[src/hw/rtl/vdvs_pkg.sv]
// Shared types, constants and ROM helper for the liquid-sample scaler.
// Used by vdvs_cfg, vdvs_ln and vil_to_digital_vil_scaler_top.
package vdvs_pkg;

    // Default parameter values
    localparam int FRAC_BITS_DEF       = 8;
    localparam int LOG_TABLE_DEPTH_DEF = 64;

    // Field and port widths
    localparam int VIL_W       = 24;
    localparam int OUT_W       = 18;
    localparam int TDATA_IN_W  = 24;
    localparam int TDATA_OUT_W = 24;
    localparam int CFG_IDX_W   = 3;
    localparam int CFG_DATA_W  = 24;

    // Log datapath
    localparam int LOG_Q     = 16;
    localparam int MANT_BITS = 23;
    localparam int LOD_W     = 5;
    localparam int L2_W      = 22;
    localparam int LN_W      = 22;
    localparam int LN_LAT    = 7;
    localparam logic [29:0] LN2_Q30 = 30'd744261118;

    // Output limits
    localparam int CAP_INT = 253;
    localparam int OUT_MIN = -131072;
    localparam int OUT_MAX = 131071;

    // Register indexes
    typedef enum logic [CFG_IDX_W-1:0] {
        CFG_LOW_THRESH    = 3'd0,
        CFG_HIGH_THRESH   = 3'd1,
        CFG_LINEAR_OFFSET = 3'd2,
        CFG_LINEAR_GAIN   = 3'd3,
        CFG_LOG_OFFSET    = 3'd4,
        CFG_LOG_GAIN      = 3'd5
    } t_cfg_idx;

    // Branch taken by a sample
    typedef enum logic [1:0] {
        BR_ZERO = 2'd0,
        BR_LIN  = 2'd1,
        BR_LOG  = 2'd2
    } t_branch;

    // Register file contents
    typedef struct packed {
        logic        [23:0] low_thresh;
        logic        [23:0] high_thresh;
        logic signed [15:0] linear_offset;
        logic signed [15:0] linear_gain;
        logic signed [17:0] log_offset;
        logic signed [15:0] log_gain;
    } t_cfg;

    // log2(x0 / 2^30) fraction in Q.16 by repeated squaring, x0 in [1,2) as Q1.30
    function automatic logic [LOG_Q:0] log2_entry(input logic [63:0] x0);
        logic [63:0]    x;
        logic [LOG_Q:0] y;
        x = x0;
        y = '0;
        for (int k = 1; k <= LOG_Q; k++) begin
            x = (x * x) >> 30;
            if (x >= (64'd2 << 30)) begin
                x = x >> 1;
                y[LOG_Q-k] = 1'b1;
            end
        end
        return y;
    endfunction

endpackage

[src/hw/rtl/vdvs_cfg.sv]
// Configuration register file for the scaler.
// Depends on vdvs_pkg for the register index codes and the t_cfg struct.
module vdvs_cfg (
    input  logic                               i_clk,
    input  logic                               i_rst_n,
    input  logic                               i_cfg_valid,
    output logic                               o_cfg_ready,
    input  logic [vdvs_pkg::CFG_IDX_W-1:0]     i_cfg_index,
    input  logic [vdvs_pkg::CFG_DATA_W-1:0]    i_cfg_data,
    output vdvs_pkg::t_cfg                     o_cfg
);

    vdvs_pkg::t_cfg r_cfg;
    vdvs_pkg::t_cfg n_cfg;

    // Take writes only out of reset
    assign o_cfg_ready = i_rst_n;
    assign o_cfg       = r_cfg;

    // Decode the write, ignore unknown indexes
    always_comb begin
        n_cfg = r_cfg;
        if (i_cfg_valid) begin
            case (vdvs_pkg::t_cfg_idx'(i_cfg_index))
                vdvs_pkg::CFG_LOW_THRESH:    n_cfg.low_thresh    = i_cfg_data[23:0];
                vdvs_pkg::CFG_HIGH_THRESH:   n_cfg.high_thresh   = i_cfg_data[23:0];
                vdvs_pkg::CFG_LINEAR_OFFSET: n_cfg.linear_offset = i_cfg_data[15:0];
                vdvs_pkg::CFG_LINEAR_GAIN:   n_cfg.linear_gain   = i_cfg_data[15:0];
                vdvs_pkg::CFG_LOG_OFFSET:    n_cfg.log_offset    = i_cfg_data[17:0];
                vdvs_pkg::CFG_LOG_GAIN:      n_cfg.log_gain      = i_cfg_data[15:0];
                default: ;
            endcase
        end
    end

    always_ff @(posedge i_clk) begin
        if (!i_rst_n) begin
            r_cfg <= '0;
        end else begin
            r_cfg <= n_cfg;
        end
    end

endmodule

[src/hw/rtl/vdvs_ln.sv]
// Pipelined natural log of a Q.F sample: leading-one detect, normalize,
// log2 table with interpolation, scale by ln(2). Depends on vdvs_pkg.
module vdvs_ln #(
    parameter int FRAC_BITS       = vdvs_pkg::FRAC_BITS_DEF,
    parameter int LOG_TABLE_DEPTH = vdvs_pkg::LOG_TABLE_DEPTH_DEF
) (
    input  logic                                i_clk,
    input  logic                                i_en,
    input  logic [vdvs_pkg::VIL_W-1:0]          i_value,
    output logic signed [vdvs_pkg::LN_W-1:0]    o_ln
);

    localparam int VW   = vdvs_pkg::VIL_W;
    localparam int MB   = vdvs_pkg::MANT_BITS;
    localparam int LQ   = vdvs_pkg::LOG_Q;
    localparam int PW_L = vdvs_pkg::LOD_W;
    localparam int L2W  = vdvs_pkg::L2_W;
    localparam int LNW  = vdvs_pkg::LN_W;
    localparam int IW   = $clog2(LOG_TABLE_DEPTH);
    localparam int AW   = $clog2(LOG_TABLE_DEPTH + 1);
    localparam int PW   = MB + IW;
    localparam int PRW  = L2W + 31;
    localparam logic signed [L2W-1:0] F_OFS = L2W'(FRAC_BITS) <<< LQ;
    localparam logic signed [PRW-1:0] RND   = PRW'(1) <<< 29;

    // log2(1 + i/DEPTH) table, built at elaboration
    logic [LQ:0] rom_q [0:LOG_TABLE_DEPTH];

    for (genvar gi = 0; gi < LOG_TABLE_DEPTH; gi++) begin : g_rom
        localparam logic [63:0] X0 = (64'd1 << 30) + ((64'(gi) << 30) / LOG_TABLE_DEPTH);
        assign rom_q[gi] = vdvs_pkg::log2_entry(X0);
    end
    assign rom_q[LOG_TABLE_DEPTH] = (LQ+1)'(1) << LQ;

    // Stage 1: leading-one position
    logic [VW-1:0]   r_v1;
    logic [PW_L-1:0] r_p1;
    logic [PW_L-1:0] n_p1;

    always_comb begin
        n_p1 = '0;
        for (int b = 0; b < VW; b++) begin
            if (i_value[b]) n_p1 = PW_L'(b);
        end
    end

    // Stage 2: left-align bits below the leading one
    logic [MB-1:0]      r_frac2;
    logic [PW_L-1:0]    r_p2;
    logic [VW+MB-1:0]   n_sh2;

    assign n_sh2 = {r_v1, {MB{1'b0}}} >> r_p1;

    // Stage 3: table position and remainder
    logic [IW-1:0]   r_idx3;
    logic [MB-1:0]   r_rem3;
    logic [PW_L-1:0] r_p3;
    logic [PW-1:0]   n_pos3;

    assign n_pos3 = PW'(r_frac2) * PW'(LOG_TABLE_DEPTH);

    // Stage 4: table reads
    logic [LQ:0]     r_lo4;
    logic [LQ:0]     r_diff4;
    logic [MB-1:0]   r_rem4;
    logic [PW_L-1:0] r_p4;
    logic [AW-1:0]   addr_lo;
    logic [AW-1:0]   addr_hi;

    assign addr_lo = AW'(r_idx3);
    assign addr_hi = AW'(r_idx3) + AW'(1);

    // Stage 5: interpolate and form log2 of the real value
    logic signed [L2W-1:0] r_l2_5;
    logic [LQ+MB:0]        n_step5;
    logic [LQ:0]           n_interp5;

    assign n_step5   = (LQ+MB+1)'(r_diff4) * (LQ+MB+1)'(r_rem4);
    assign n_interp5 = r_lo4 + n_step5[LQ+MB:MB];

    // Stage 6: multiply by ln(2)
    logic signed [PRW-1:0] r_prod6;

    // Stage 7: round to Q.16
    logic signed [LNW-1:0] r_ln7;
    logic signed [PRW-1:0] n_rnd7;

    assign n_rnd7 = (r_prod6 + RND) >>> 30;

    always_ff @(posedge i_clk) begin
        if (i_en) begin
            r_v1    <= i_value;
            r_p1    <= n_p1;
            r_frac2 <= n_sh2[MB-1:0];
            r_p2    <= r_p1;
            r_idx3  <= n_pos3[PW-1:MB];
            r_rem3  <= n_pos3[MB-1:0];
            r_p3    <= r_p2;
            r_lo4   <= rom_q[addr_lo];
            r_diff4 <= rom_q[addr_hi] - rom_q[addr_lo];
            r_rem4  <= r_rem3;
            r_p4    <= r_p3;
            r_l2_5  <= $signed({1'b0, r_p4, {LQ{1'b0}}}) + $signed(L2W'(n_interp5)) - F_OFS;
            r_prod6 <= PRW'(r_l2_5) * $signed({1'b0, vdvs_pkg::LN2_Q30});
            r_ln7   <= LNW'(n_rnd7);
        end
    end

    assign o_ln = r_ln7;

endmodule

[src/hw/rtl/vil_to_digital_vil_scaler_top.sv]
// Top level of the liquid-sample scaler: threshold split, linear branch,
// log branch and output register. Depends on vdvs_pkg, vdvs_cfg, vdvs_ln.
//
//  channel  dir  handshake                    payload
//  s_axis   in   s_axis_tvalid/s_axis_tready  tdata: vil_value; tuser: vil_present
//  m_axis   out  m_axis_tvalid/m_axis_tready  tdata: scaled_value; tuser: value_written
//  cfg      in   i_cfg_valid/o_cfg_ready      i_cfg_index, i_cfg_data
//
// One word enters per cycle while the pipeline is not frozen; each result leaves
// through the nine register stages of the log branch (table, ln(2), gain).
// The whole pipeline advances together; it freezes while the output holds a
// word that is not taken, and s_axis_tready stays low while it is frozen.
// Reset clears the valid bits and the configuration registers and holds both
// ready outputs low; no clearing pass is needed.
module vil_to_digital_vil_scaler_top #(
    parameter int FRAC_BITS       = vdvs_pkg::FRAC_BITS_DEF,
    parameter int LOG_TABLE_DEPTH = vdvs_pkg::LOG_TABLE_DEPTH_DEF
) (
    input  logic                                  i_clk,
    input  logic                                  i_rst_n,
    // slave stream
    input  logic                                  s_axis_tvalid,
    output logic                                  s_axis_tready,
    input  logic [vdvs_pkg::TDATA_IN_W-1:0]       s_axis_tdata,   // [23:0] vil_value
    input  logic [0:0]                            s_axis_tuser,   // [0] vil_present
    // master stream
    output logic                                  m_axis_tvalid,
    input  logic                                  m_axis_tready,
    output logic [vdvs_pkg::TDATA_OUT_W-1:0]      m_axis_tdata,   // [17:0] scaled_value
    output logic [0:0]                            m_axis_tuser,   // [0] value_written
    // configuration write
    input  logic                                  i_cfg_valid,
    output logic                                  o_cfg_ready,
    input  logic [vdvs_pkg::CFG_IDX_W-1:0]        i_cfg_index,
    input  logic [vdvs_pkg::CFG_DATA_W-1:0]       i_cfg_data
);

    localparam int NST  = vdvs_pkg::LN_LAT + 2;
    localparam int SW   = 48;
    localparam int LAW  = 42;
    localparam int OW   = vdvs_pkg::OUT_W;
    localparam int LQ   = vdvs_pkg::LOG_Q;
    localparam int LNW  = vdvs_pkg::LN_W;
    localparam int LPW  = 16 + LNW;
    localparam logic signed [SW-1:0] CAP_Q = SW'(vdvs_pkg::CAP_INT) <<< FRAC_BITS;
    localparam logic signed [SW-1:0] OMAX  = SW'(vdvs_pkg::OUT_MAX);
    localparam logic signed [SW-1:0] OMIN  = SW'(vdvs_pkg::OUT_MIN);
    localparam logic signed [LAW-1:0] LIN_RND = LAW'(1) <<< (FRAC_BITS - 1);
    localparam logic signed [SW-1:0]  LOG_RND = SW'(1) <<< (LQ - 1);

    // Cap at 253.0 and saturate into the output field
    function automatic logic signed [OW-1:0] f_sat(input logic signed [SW-1:0] r);
        logic signed [SW-1:0] t;
        t = r;
        if (t > CAP_Q) t = CAP_Q;
        if (t > OMAX)  t = OMAX;
        if (t < OMIN)  t = OMIN;
        return OW'(t);
    endfunction

    vdvs_pkg::t_cfg cfg;

    vdvs_cfg u_cfg (
        .i_clk       (i_clk),
        .i_rst_n     (i_rst_n),
        .i_cfg_valid (i_cfg_valid),
        .o_cfg_ready (o_cfg_ready),
        .i_cfg_index (i_cfg_index),
        .i_cfg_data  (i_cfg_data),
        .o_cfg       (cfg)
    );

    // Pipeline advance; hold the input off during reset
    logic r_vld [1:NST];
    logic en;

    assign en            = !r_vld[NST] || m_axis_tready;
    assign s_axis_tready = en && i_rst_n;

    logic [vdvs_pkg::VIL_W-1:0] in_v;
    assign in_v = s_axis_tdata[vdvs_pkg::VIL_W-1:0];

    // Log branch
    logic signed [LNW-1:0] ln7;

    vdvs_ln #(
        .FRAC_BITS       (FRAC_BITS),
        .LOG_TABLE_DEPTH (LOG_TABLE_DEPTH)
    ) u_ln (
        .i_clk   (i_clk),
        .i_en    (en),
        .i_value (in_v),
        .o_ln    (ln7)
    );

    // Stage 1: branch select and linear product
    vdvs_pkg::t_branch n_br1;
    logic signed [40:0] r_linp1;

    always_comb begin
        if (in_v <= cfg.low_thresh) begin
            n_br1 = vdvs_pkg::BR_ZERO;
        end else if (in_v < cfg.high_thresh) begin
            n_br1 = vdvs_pkg::BR_LIN;
        end else begin
            n_br1 = vdvs_pkg::BR_LOG;
        end
    end

    // Stage 2: linear offset, rounding, cap
    logic signed [LAW-1:0] lin_acc;
    logic signed [LAW-1:0] lin_r;

    assign lin_acc = (LAW'($signed(cfg.linear_offset)) <<< FRAC_BITS) + LAW'(r_linp1);
    assign lin_r   = (lin_acc + LIN_RND) >>> FRAC_BITS;

    // Side data that travels beside the log pipeline
    vdvs_pkg::t_branch     r_br   [1:NST-1];
    logic                  r_pres [1:NST-1];
    logic signed [OW-1:0]  r_lin  [2:NST-1];

    // Stage 8: log gain product
    logic signed [LPW-1:0] r_logp8;

    // Stage 9: log offset, rounding, final select
    logic signed [SW-1:0] log_acc;
    logic signed [SW-1:0] log_r;
    logic signed [OW-1:0] n_res;
    logic [OW-1:0]        r_out_data;
    logic                 r_out_wr;

    assign log_acc = (SW'($signed(cfg.log_offset)) <<< LQ) + SW'(r_logp8);
    assign log_r   = (log_acc + LOG_RND) >>> LQ;

    always_comb begin
        case (r_br[NST-1])
            vdvs_pkg::BR_ZERO: n_res = '0;
            vdvs_pkg::BR_LIN:  n_res = r_lin[NST-1];
            vdvs_pkg::BR_LOG:  n_res = f_sat(log_r);
            default:           n_res = '0;
        endcase
    end

    // Valid bits
    always_ff @(posedge i_clk) begin
        if (!i_rst_n) begin
            for (int k = 1; k <= NST; k++) r_vld[k] <= 1'b0;
        end else if (en) begin
            r_vld[1] <= s_axis_tvalid;
            for (int k = 2; k <= NST; k++) r_vld[k] <= r_vld[k-1];
        end
    end

    // Payload stages
    always_ff @(posedge i_clk) begin
        if (en) begin
            r_br[1]   <= n_br1;
            r_pres[1] <= s_axis_tuser[0];
            r_linp1   <= $signed(cfg.linear_gain) * $signed({1'b0, in_v});
            r_br[2]   <= r_br[1];
            r_pres[2] <= r_pres[1];
            r_lin[2]  <= f_sat(SW'(lin_r));
            for (int k = 3; k <= NST-1; k++) begin
                r_br[k]   <= r_br[k-1];
                r_pres[k] <= r_pres[k-1];
                r_lin[k]  <= r_lin[k-1];
            end
            r_logp8    <= $signed(cfg.log_gain) * ln7;
            r_out_data <= r_pres[NST-1] ? n_res : '0;
            r_out_wr   <= r_pres[NST-1];
        end
    end

    assign m_axis_tvalid = r_vld[NST];
    assign m_axis_tdata  = {{(vdvs_pkg::TDATA_OUT_W-OW){1'b0}}, r_out_data};
    assign m_axis_tuser  = r_out_wr;

    // Missing samples leave as zero
    a_missing_zero: assert property (@(posedge i_clk) disable iff (!i_rst_n)
        m_axis_tvalid && !m_axis_tuser[0] |-> m_axis_tdata == '0)
        else $error("missing sample gave a nonzero value");

    // No result exceeds the cap
    a_cap: assert property (@(posedge i_clk) disable iff (!i_rst_n)
        m_axis_tvalid |-> SW'($signed(m_axis_tdata[OW-1:0])) <= CAP_Q)
        else $error("result above cap");

    // A stalled output freezes the pipeline
    a_freeze: assert property (@(posedge i_clk) disable iff (!i_rst_n)
        r_vld[NST] && !m_axis_tready |=> r_vld[NST-1] == $past(r_vld[NST-1]))
        else $error("pipeline moved during stall");

    // An output word appears only from an occupied stage before the output register
    a_rise: assert property (@(posedge i_clk) disable iff (!i_rst_n)
        $rose(m_axis_tvalid) |-> $past(r_vld[NST-1]))
        else $error("output valid without a source word");

    // Samples at or below the low threshold give zero
    a_zero_branch: assert property (@(posedge i_clk) disable iff (!i_rst_n)
        en && r_vld[NST-1] && r_br[NST-1] == vdvs_pkg::BR_ZERO |=> m_axis_tdata == '0)
        else $error("zero branch gave a nonzero value");

endmodule

[config.mk]
export PLATFORM = sky130hd
export DESIGN_NAME = vil_to_digital_vil_scaler_top
export DESIGN_NICKNAME = d
export VERILOG_FILES = /design/src/hw/rtl/vdvs_pkg.sv /design/src/hw/rtl/vdvs_cfg.sv /design/src/hw/rtl/vdvs_ln.sv /design/src/hw/rtl/vil_to_digital_vil_scaler_top.sv
export SDC_FILE = /design/constraint.sdc
export NUM_CORES = 2
export LEC_CHECK = 0
export BUFFER_PORTS_ARGS = -buffer_cell sky130_fd_sc_hd__buf_2
export CAP_MARGIN = 20
export CELL_PAD_IN_SITES_DETAIL_PLACEMENT = 0
export CELL_PAD_IN_SITES_GLOBAL_PLACEMENT = 1
export CORE_AREA = 5 5 496 498
export DETAILED_ROUTE_END_ITERATION = 16
export DIE_AREA = 0 0 501 503
export GPL_TIMING_DRIVEN = 1
export PLACE_DENSITY_LB_ADDON = 0.3
export SETUP_SLACK_MARGIN = 0.02
export SKIP_LAST_GASP = 1
export SLEW_MARGIN = 20
export SYNTH_ARGS = -nofsm -noshare
export SYNTH_HDL_FRONTEND = slang
export SYNTH_HIERARCHICAL = 1
export SYNTH_SLANG_ARGS = --single-unit
[constraint.sdc]
create_clock -name i_clk -period 45.6 [get_ports i_clk]
set_clock_uncertainty 0.1 [all_clocks]
set_input_delay 13.68 -clock i_clk [delete_from_list [all_inputs] [get_ports i_clk]]
set_output_delay 13.68 -clock i_clk [all_outputs]
set_load 0.01 [all_outputs]
==> impl_results.md <==
- Status: completed
- Top Family by Delay on Critical Path: buffers and inverters
- Post-synth EDFFs: roughly 440
- Asr flop ratio synth: 0
- Crit-path max cell delay: around 660 ps
- Mapped cell area: slightly above 70,000 um^2
- Crit-path slowest cell: buf_4
- CTS tree: yes
- Chip height: approximately 500 um
- RSZ-0062 raised after global routing: no
- Fill cells: approximately 25,000
- I/O pin count: 85
- CP most frequent cell: buf_4
- Post-CTS Resized: 0
- Max cap viols: 0
- Initial antenna violation count: 7
- CTS root buf: clkbuf_16
- Synth Register Bits: between 500 and 600
- First-pass GRT wire length: 301 mm
- Mapped Cells: about 7,300
- Largest net degree at the start of global routing: around 160
- Share of layout cells above drive strength 1: 0.0465
- Rel. slew slack: 0.286
- Tmin final: between 20,000 and 30,000 ps
- Critical Path AT: 14,870 ps
- # setup viols final: 0
- Area Overhead vs Synth: 8.42%
- Tcrit/Tclk final: 0.628
- Vias in the first global route: between 50,000 and 60,000
- Kind of critical path: in -> out
- CP endpoint kind: output pin
- DP Wirelength: around 140 mm
- Most frequent cells in the layout: inv_1 (1,381), fa_1 (1,094), nand2_1 (939), ha_1 (753), edfxtp_1 (442)
- Clk_lat worst skew: roughly 670 ps
- GPL Wtd Cong: 0.851
- Core ar.: around 240,000 um^2
- Wire per inst: approximately 18 um
- Hold Path Class: reg -> reg
- CTS buffer count: 66
- Total grt overflow: 0
- Crit-path max FO: slightly above 80
- Routed WL: 189 mm
- Fmax: 0.0349 GHz
- WP data required: about 32,000 ps
- Most used DFF post-synth: edfxtp_1
- Register area share after synthesis: 0.217
- Syn. warnings: 6
- Number of distinct library cells after synthesis: 98
- # rows: about 180
- FF+latch area: around 16,000 um^2
- Setup total negative slack: 0 ps
- Hold Violations, Final: 0
- Most common cell after layout, fill and taps aside: inv_1
- Worst slew pin tran: 1060 ps
- Die area: 252,000 um^2
- WP buf/inv: 3
- ANT nets after route: 0
- Num Clock Sinks: around 560
- Area of the multi-input gates: between 40,000 and 50,000 um^2
- Final #Nets: roughly 9,000
- Tot GR Track Use: 0.151
- Clk slew on worst S/H paths: 60 ps
- CTS Hold Bufs: 0
- CTS HTree Levels: 3
- Postcts setup bufs: 0
- CP startpoint kind: input port
- Drt first pass iters: 5
- Clk buf depth: 3
- DR iter-0 viols: around 2,600
- Die Wd: 501 um
- Avg Inst Size Synth: about 10 um^2
- Port bufs: 78
- Crit path cell chain: buf_4, buf_4, and2_1, buf_2
- DRC: 0
- Slew Viols, Final: 0
- Initial Util: 0.297
- Total vias in the final route: between 40,000 and 50,000
- Vias/cell: ~4.7
-- routing by layer --
layer	up-vias	GRT usage	wire length (um)
met5	-	0	0
met1	25200	0.207	86500
met2	893	0.260	91500
li1	23100	-	-
met4	0	0.0300	3300
met3	190	0.0170	7270
-- registers in the layout, summed over array words and instances, names as in the netlist, 6 cells and up --
name and cells:
u_ln/r_idx3 6, u_cfg/o_cfg 114, r_logp8 23, r_out_data 18, r_vld 9, u_ln/r_lo4 16, u_ln/r_rem4 17, r_br 16
r_linp1 34, u_ln/r_diff4 17, u_ln/o_ln 22, r_lin 126, u_ln/r_v1 24, r_pres 8, u_ln/r_prod6 23, u_ln/r_rem3 17
u_ln/r_frac2 23, u_ln/r_l2_5 22
-- cell usage after synthesis, types with 26 or more instances --
cell type / instances / area share
a211oi_1: 37 / 0.0039
a21o_1: 82 / 0.0086
a21oi_1: 218 / 0.015
a31oi_1: 30 / 0.0026
and2_1: 400 / 0.035
and3_1: 35 / 0.0030
clkbuf_1: 228 / 0.012
dfxtp_1: 114 / 0.032
edfxtp_1: 442 / 0.18
fa_1: 1094 / 0.30
ha_1: 753 / 0.13
inv_1: 1381 / 0.072
mux2i_1: 147 / 0.020
nand2_1: 939 / 0.049
nand2b_1: 92 / 0.0080
nand3_1: 65 / 0.0045
nand4_1: 38 / 0.0033
nor2_1: 221 / 0.012
nor2b_1: 56 / 0.0049
nor3_1: 84 / 0.0059
o211ai_1: 26 / 0.0027
o21a_1: 50 / 0.0052
o21ai_0: 160 / 0.011
xnor2_1: 134 / 0.016
xor2_1: 55 / 0.0067
-- worst register-to-register path: cells and delay by family, from the launching register on --
family,cells,cell delay [ps]
buffers and inverters,4,280
xor gates and xnor gates,2,190
DFF,1,980
AOI/OAI and AO/OA,12,2620
adders and majority gates,10,4290
and+or+nand+nor,5,910
-- final cells by class --
type / instances / area share
Antenna cell: 2 / 0.0000643
Clock buffer: 80 / 0.0219
Clock inverter: 40 / 0.00612
Inverter: 1383 / 0.0667
Multi-Input combinational cell: 5047 / 0.641
Sequential cell: 556 / 0.200
Tap cell: 3202 / 0.0514
Timing Repair Buffer: 162 / 0.0134
-- metrics by stage --
step                      worst slack [ps]  hold slack, ps  utilization  std cells  cell area, um^2
after floorplan                       5140             300            -       7271            71800
after global placement               16870             301        0.313      10400            75700
final                                16950             308        0.322      10500            77900
after detailed placement             16880             305        0.313      10400            75700
after CTS                            16880             314        0.322      10500            77900
after global routing                 16800             316        0.322      10500            77900
-- logic make-up after synthesis --
kind of cell / synth area share
AND/OR/NAND/NOR: 0.134
multiplexers: 0.0247
buffers and inverters: 0.0897
other: 0.0000522
adder cells (fa/ha/maj): 0.436
flip-flops: 0.217
AO/OA/AOI/OAI: 0.0763
XOR/XNOR: 0.0230
-- path summary, 6_finish.rpt --
kind | from | to | slack [ps] | cells past startpoint
max | i_rst_n | s_axis_tready | 16950 | 4
min | r_lin[0][28] | r_lin[0][46] | 310 | 0
max reg2reg | u_ln/r_rem4[10] | u_ln/r_l2_5[20] | 35980 | 33
min reg2reg | r_lin[0][28] | r_lin[0][46] | 310 | 0
Power is left out: the tool's default activity adds up to more than one toggle a clock period on the data nets, which glitch-free logic cannot reach.
